**config.mk**
```make
export PLATFORM = sky130hd
export DESIGN_NAME = gaze_angle_clockwise_from_up
export DESIGN_NICKNAME = d
export VERILOG_FILES = /design/src/sv/gacu_pkg.sv /design/src/sv/gacu_front.sv /design/src/sv/gacu_cordic_stage.sv /design/src/sv/gacu_back.sv /design/src/sv/gaze_angle_clockwise_from_up.sv
export SDC_FILE = /design/constraint.sdc
export NUM_CORES = 2
export LEC_CHECK = 0
export BUFFER_PORTS_ARGS = -buffer_cell sky130_fd_sc_hd__clkbuf_2
export CORE_ASPECT_RATIO = 0.8
export CORE_UTILIZATION = 45
export CTS_CLUSTER_DIAMETER = 50
export DETAILED_ROUTE_END_ITERATION = 10
export PLACE_DENSITY = 0.73
export SKIP_CTS_REPAIR_TIMING = 1
export SLEW_MARGIN = 15
export SYNTH_ARGS = -nofsm -noshare
export SYNTH_HDL_FRONTEND = slang
export SYNTH_HIERARCHICAL = 1
export SYNTH_SLANG_ARGS = --single-unit
```
**constraint.sdc**
```tcl
create_clock -name clock -period 59.5 [get_ports clock]
set_clock_uncertainty 0.1 [all_clocks]
set_input_delay 2.975 -clock clock [delete_from_list [all_inputs] [get_ports clock]]
set_output_delay 2.975 -clock clock [all_outputs]
set_load 0.05 [all_outputs]
```
**src/sv/gacu_pkg.sv**
```systemverilog
// Shared types, constants and the arctangent step table for the gaze angle block.
`default_nettype none
package gacu_pkg;

   localparam int CordicStepsDefault = 16;
   localparam int AtanEntries        = 24;

   localparam int PointWidth = 16;
   localparam int OffWidth   = 17;
   localparam int VecWidth   = 27;
   localparam int AccWidth   = 29;
   localparam int VecShift   = 8;
   localparam int OutShift   = 14;
   localparam int AngleWidth = 15;
   localparam int RoundWidth = 28;

   localparam logic signed [OffWidth-1:0]  CentreQ14  = 17'sd8192;
   localparam logic signed [AccWidth-1:0]  Deg90Acc   = 29'sd94371840;
   localparam logic signed [AccWidth-1:0]  Deg180Acc  = 29'sd188743680;
   localparam logic [RoundWidth-1:0]       RoundHalf  = 28'd8192;
   localparam logic [AngleWidth-1:0]       FullTurn   = 15'd23040;

   typedef struct packed {
      logic signed [VecWidth-1:0] u;
      logic signed [VecWidth-1:0] v;
      logic signed [AccWidth-1:0] acc;
      logic                       mirror;
      logic                       centre;
   } gacu_vec_type;

   // atan(2^-i) in degrees, 20 fractional bits, rounded to nearest
   function automatic logic signed [AccWidth-1:0] atan_step(input logic [4:0] idx);
      logic signed [AccWidth-1:0] r;
      case (idx)
         5'd0:    r = 29'sd47185920;
         5'd1:    r = 29'sd27855475;
         5'd2:    r = 29'sd14718068;
         5'd3:    r = 29'sd7471121;
         5'd4:    r = 29'sd3750058;
         5'd5:    r = 29'sd1876857;
         5'd6:    r = 29'sd938658;
         5'd7:    r = 29'sd469357;
         5'd8:    r = 29'sd234682;
         5'd9:    r = 29'sd117342;
         5'd10:   r = 29'sd58671;
         5'd11:   r = 29'sd29335;
         5'd12:   r = 29'sd14668;
         5'd13:   r = 29'sd7334;
         5'd14:   r = 29'sd3667;
         5'd15:   r = 29'sd1833;
         5'd16:   r = 29'sd917;
         5'd17:   r = 29'sd458;
         5'd18:   r = 29'sd229;
         5'd19:   r = 29'sd115;
         5'd20:   r = 29'sd57;
         5'd21:   r = 29'sd29;
         5'd22:   r = 29'sd14;
         5'd23:   r = 29'sd7;
         default: r = 29'sd0;
      endcase
      return r;
   endfunction

endpackage
`default_nettype wire

```
**src/sv/gacu_front.sv**
```systemverilog
// Input skid buffer and first stage: centre offset, folding and quadrant pre-rotation.
`default_nettype none
module gacu_front (
   input  wire logic                        clock,
   input  wire logic                        reset,
   input  wire logic                        enable,
   input  wire logic                        req_tvalid,
   output logic                             req_tready,
   input  wire logic [31:0]                 req_tdata,
   output gacu_pkg::gacu_vec_type           out_data,
   output logic                             out_valid
);

   localparam int PW = gacu_pkg::PointWidth;
   localparam int OW = gacu_pkg::OffWidth;
   localparam int VW = gacu_pkg::VecWidth;

   logic                   skid_valid_ff, skid_valid_in;
   logic [2*PW-1:0]        skid_data_ff;
   logic                   accept;
   logic                   src_valid;
   logic [2*PW-1:0]        src_data;
   logic signed [OW-1:0]   dx, dy;
   logic signed [VW-1:0]   dx_w, dy_w, u0, v0;
   gacu_pkg::gacu_vec_type stage_in, stage_ff;
   logic                   valid_ff;

   assign req_tready = ~skid_valid_ff;
   assign accept     = req_tvalid & ~skid_valid_ff;
   assign src_valid  = skid_valid_ff | accept;
   assign src_data   = skid_valid_ff ? skid_data_ff : req_tdata;

   // holds one transfer taken while the pipeline is stalled
   always_comb begin
      skid_valid_in = skid_valid_ff;
      if (enable) begin
         skid_valid_in = 1'b0;
      end else if (accept) begin
         skid_valid_in = 1'b1;
      end
   end

   always_ff @(posedge clock) begin
      if (reset) begin
         skid_valid_ff <= 1'b0;
      end else begin
         skid_valid_ff <= skid_valid_in;
      end
      if (accept & ~enable) begin
         skid_data_ff <= req_tdata;
      end
   end

   always_comb begin
      dx   = $signed({src_data[PW-1], src_data[PW-1:0]}) - gacu_pkg::CentreQ14;
      dy   = $signed({src_data[2*PW-1], src_data[2*PW-1:PW]}) - gacu_pkg::CentreQ14;
      dx_w = {{(VW-OW){dx[OW-1]}}, dx};
      dy_w = {{(VW-OW){dy[OW-1]}}, dy};
      u0   = (-dy_w) <<< gacu_pkg::VecShift;
      v0   = (dx[OW-1] ? -dx_w : dx_w) <<< gacu_pkg::VecShift;
      stage_in.mirror = dx[OW-1];
      stage_in.centre = (dx == '0) && (dy == '0);
      if (u0[VW-1]) begin
         // lower half: turn by -90 degrees first
         stage_in.u   = v0;
         stage_in.v   = -u0;
         stage_in.acc = gacu_pkg::Deg90Acc;
      end else begin
         stage_in.u   = u0;
         stage_in.v   = v0;
         stage_in.acc = '0;
      end
   end

   always_ff @(posedge clock) begin
      if (reset) begin
         valid_ff <= 1'b0;
      end else if (enable) begin
         valid_ff <= src_valid;
      end
      if (enable) begin
         stage_ff <= stage_in;
      end
   end

   assign out_data  = stage_ff;
   assign out_valid = valid_ff;

endmodule
`default_nettype wire

```
**src/sv/gacu_cordic_stage.sv**
```systemverilog
// One registered CORDIC vectoring iteration with a fixed shift.
`default_nettype none
module gacu_cordic_stage #(
   parameter int Index = 0
) (
   input  wire logic                    clock,
   input  wire logic                    reset,
   input  wire logic                    enable,
   input  wire gacu_pkg::gacu_vec_type  in_data,
   input  wire logic                    in_valid,
   output gacu_pkg::gacu_vec_type       out_data,
   output logic                         out_valid
);

   localparam int VW = gacu_pkg::VecWidth;
   localparam int AW = gacu_pkg::AccWidth;
   localparam logic signed [AW-1:0] AtanStep = gacu_pkg::atan_step(5'(Index));

   logic signed [VW-1:0]   u, v, us, vs;
   logic signed [AW-1:0]   acc;
   gacu_pkg::gacu_vec_type data_in, data_ff;
   logic                   valid_ff;

   always_comb begin
      u   = in_data.u;
      v   = in_data.v;
      acc = in_data.acc;
      us  = u >>> Index;
      vs  = v >>> Index;
      data_in = in_data;
      if (!v[VW-1]) begin
         data_in.u   = u + vs;
         data_in.v   = v - us;
         data_in.acc = acc + AtanStep;
      end else begin
         data_in.u   = u - vs;
         data_in.v   = v + us;
         data_in.acc = acc - AtanStep;
      end
   end

   always_ff @(posedge clock) begin
      if (reset) begin
         valid_ff <= 1'b0;
      end else if (enable) begin
         valid_ff <= in_valid;
      end
      if (enable) begin
         data_ff <= data_in;
      end
   end

   assign out_data  = data_ff;
   assign out_valid = valid_ff;

endmodule
`default_nettype wire

```
**src/sv/gacu_back.sv**
```systemverilog
// Last stage: clamp, round to 1/64 degree, mirror to the left half, output register.
`default_nettype none
module gacu_back (
   input  wire logic                                 clock,
   input  wire logic                                 reset,
   input  wire logic                                 enable,
   input  wire gacu_pkg::gacu_vec_type               in_data,
   input  wire logic                                 in_valid,
   output logic                                      rsp_tvalid,
   output logic [gacu_pkg::AngleWidth-1:0]           angle_deg,
   output logic                                      at_centre
);

   localparam int AW = gacu_pkg::AccWidth;
   localparam int RW = gacu_pkg::RoundWidth;
   localparam int NW = gacu_pkg::AngleWidth;

   logic [RW-1:0] clamped, rounded;
   logic [NW-1:0] r, angle_in, angle_ff;
   logic          valid_ff, centre_ff;

   always_comb begin
      if (in_data.acc[AW-1]) begin
         clamped = '0;
      end else if (in_data.acc > gacu_pkg::Deg180Acc) begin
         clamped = gacu_pkg::Deg180Acc[RW-1:0];
      end else begin
         clamped = in_data.acc[RW-1:0];
      end
      rounded = clamped + gacu_pkg::RoundHalf;
      r       = {1'b0, rounded[RW-1:gacu_pkg::OutShift]};
      if (in_data.centre) begin
         angle_in = '0;
      end else if (in_data.mirror && (r != '0)) begin
         angle_in = gacu_pkg::FullTurn - r;
      end else if (in_data.mirror) begin
         angle_in = '0; // a full turn wraps to zero
      end else begin
         angle_in = r;
      end
   end

   always_ff @(posedge clock) begin
      if (reset) begin
         valid_ff <= 1'b0;
      end else if (enable) begin
         valid_ff <= in_valid;
      end
      if (enable) begin
         angle_ff  <= angle_in;
         centre_ff <= in_data.centre;
      end
   end

   assign rsp_tvalid = valid_ff;
   assign angle_deg  = angle_ff;
   assign at_centre  = centre_ff;

endmodule
`default_nettype wire

```
**src/sv/gaze_angle_clockwise_from_up.sv**
```systemverilog
// Gaze angle clockwise from up: CORDIC vectoring pipeline, top level.
//
// Input channel req_*: one gaze point per transfer, x and y in signed Q2.14.
// Result channel rsp_*: one result per point, in order: angle in degrees with
// six fractional bits (0 up to just under 360), and a flag in tuser when the
// point sits exactly on the centre (0.5, 0.5), in which case the angle is 0.
// The datapath is a front stage, one register stage per CORDIC iteration and
// a rounding stage that is also the output register. Above 24 steps only 24
// iterations are built. One point is taken every cycle while the receiver
// keeps up.
// The whole pipeline advances together; when rsp_tready is low with a result
// waiting, all stages hold and a single input skid register still takes one
// more transfer, so req_tready depends only on that register.
// Reset empties the pipeline and the skid register; no result is lost or
// repeated across a stall.
`default_nettype none
module gaze_angle_clockwise_from_up #(
   parameter int CORDIC_STEPS = gacu_pkg::CordicStepsDefault
) (
   input  wire logic        clock,
   input  wire logic        reset,
   input  wire logic        req_tvalid,
   output logic             req_tready,
   input  wire logic [31:0] req_tdata,   // [15:0] point_x, [31:16] point_y
   output logic             rsp_tvalid,
   input  wire logic        rsp_tready,
   output logic [15:0]      rsp_tdata,   // [14:0] angle_deg, [15] zero
   output logic [0:0]       rsp_tuser    // [0] at_centre
);

   localparam int NumIter = (CORDIC_STEPS < gacu_pkg::AtanEntries) ?
                            CORDIC_STEPS : gacu_pkg::AtanEntries;

   gacu_pkg::gacu_vec_type             pipe_data  [0:NumIter];
   logic                               pipe_valid [0:NumIter];
   logic                               enable;
   logic [gacu_pkg::AngleWidth-1:0]    angle_deg;
   logic                               at_centre;

   assign enable = rsp_tready | ~rsp_tvalid;

   gacu_front u_front (
      .clock      (clock),
      .reset      (reset),
      .enable     (enable),
      .req_tvalid (req_tvalid),
      .req_tready (req_tready),
      .req_tdata  (req_tdata),
      .out_data   (pipe_data[0]),
      .out_valid  (pipe_valid[0])
   );

   for (genvar k = 0; k < NumIter; k++) begin : g_iter
      gacu_cordic_stage #(
         .Index (k)
      ) u_stage (
         .clock     (clock),
         .reset     (reset),
         .enable    (enable),
         .in_data   (pipe_data[k]),
         .in_valid  (pipe_valid[k]),
         .out_data  (pipe_data[k+1]),
         .out_valid (pipe_valid[k+1])
      );
   end

   gacu_back u_back (
      .clock      (clock),
      .reset      (reset),
      .enable     (enable),
      .in_data    (pipe_data[NumIter]),
      .in_valid   (pipe_valid[NumIter]),
      .rsp_tvalid (rsp_tvalid),
      .angle_deg  (angle_deg),
      .at_centre  (at_centre)
   );

   assign rsp_tdata = {1'b0, angle_deg};
   assign rsp_tuser = at_centre;

endmodule
`default_nettype wire

```
==> metrics <==
outcome completed; drt drc 0; Final Instance Count excl. Fillers between 15000 and 20000; type of origin of the critical path input pin; Layout Nets around 14000; Slew @ Worst Pin approximately 1.1 ns; Vias 94336; Setup WS post-layout around 53 ns; DP HPWL around 220000 microns; clock tree buffer depth 4; setup violators final 0; DP Worst Slack slightly above 50 ns; Avg Cell Area, Syn approximately 9.4 sq um; Initial DRT Pass Iterations 6; part of the cycle the worst path needs about 11%; Final Critical Period between 6 and 7 ns; DIE WIDTH about 580 microns; full die area 0.266 sq mm; CTS Sinks ~1300; Worst R2R Path Depth 10; HP Start g_iter[8].u_stage/out_data[2]; CP Capture Type flip-flop; GRT Residual Overflow 0; Hold EP g_iter[9].u_stage/out_data[2]; # rows ~170; root buf cell clkbuf_16; Synth warnings 6; worst r2r src u_front/skid_valid_ff; setup tns final 0 ns; critical path fanouts, max around 180; Die Span Y between 400 and 500 microns; relative slew slack a little under a quarter; layout cell share with drive strength beyond 1 between 5 and 6%; gpl congestion ~0.94; clock-pin transition on the worst setup and hold timing paths roughly 0.060 ns; Cell Area, Synth around 0.12 sq mm; worst reg2reg endpoint u_front/out_data[54]; WS Path Type input pin to flip-flop; Cells after Synth approximately 13000; CP Data Arrival Time 7.06 ns; wire length per cell ~18 microns; critical path required time between 50 and 60 ns; Clock Latency Late Sink ~0.86 ns; CTS Buf Count about 180; maximum clock frequency roughly 0.15 GHz; starting density of the core between 40% and 50%; first-pass GRT wire length ~450000 microns; vias per inst approximately 5.8; global-route usage over all layers approximately 21%; IO Port Bufs 53; most frequent cells in the layout 1327 x edfxtp_1, 1306 x a21oi_1, 1279 x ha_1; vias in the first global route around 86000; commonest non-fill, non-tap cell in the layout edfxtp_1; min-delay worst type flip-flop to flip-flop; final hold vios 0; MaxCap Viol Count 0; final WL about 280000 microns; H-tree lvl count 4; Hold Crit Depth 0; RSZ-0062 raised after global routing no; ANT nets after route 0; initial antenna violation count 2; reg-to-reg slack, setup 54.61 ns; placed instance count ~16000; Core Util, Final about half; I/O pins 55; area grow syn2layout 7.61%; CTS tree yes; largest net degree at the start of global routing around 180; Slew Limit Fails 0; Core ar. 0.262 sq mm; drt initial violations just over 8000
## critical path, cell delays in order
cell      delay, ns
clkbuf_2       0.07
nand2b_4       0.68
buf_4          0.61
buf_4          0.74
buf_12         0.73
buf_4          0.98
## sequential cells by signal (all words and copies together) (netlist names)
signal	count
g_iter.u_stage/out_data	1238
u_front/out_data	41
u_front/skid_data_ff	32
g_iter.u_stage/out_valid	16
u_back/angle_deg	15
u_back/at_centre	1
u_back/rsp_tvalid	1
u_front/out_valid	1
u_front/skid_valid_ff	1
## how the worst max path moves through the flow
stage	start	to	slack [ns]	depth (start not counted)
floorplan	rsp_tready	u_front/skid_data_ff[0]	3.45	2
global placement	rsp_tready	g_iter[12].u_stage/out_data[27]	51.97	6
detailed placement	rsp_tready	g_iter[12].u_stage/out_data[63]	51.90	6
CTS	rsp_tready	g_iter[12].u_stage/out_data[68]	52.78	6
global route	rsp_tready	g_iter[12].u_stage/out_data[22]	52.45	6
finish	rsp_tready	g_iter[11].u_stage/out_data[27]	52.77	6
## through the flow
step	hold WS (ns)	area [sq um]
after detailed placement	0.305	122000
final	0.312	128000
after global routing	0.307	128000
after global placement	0.301	122000
after CTS	0.308	128000
after floorplan	0.300	119000
## per-layer routing
metal  GRT usage (%)  share of wire [%]  vias to the layer above
met5               0                  0                        -
met2            32.3                 44                     2825
met4            5.08                2.4                        0
li1                -                  -                    46953
met3            2.43                6.2                      369
met1            29.8                 48                    44189
## final cells by class
cell class                 instances  area (sq um)
antenna                            3          7.51
clock buffer                     201          4520
clock inverter                   107          1090
fill                           24179        134000
inverter                         561          2110
multi-input combinational      10409         74700
sequential                      1346         40200
tap                             3485          4360
timing repair buffer              95           618
Power is left out: the tool's default activity adds up to more than one toggle a clock period on the data nets, which glitch-free logic cannot reach.
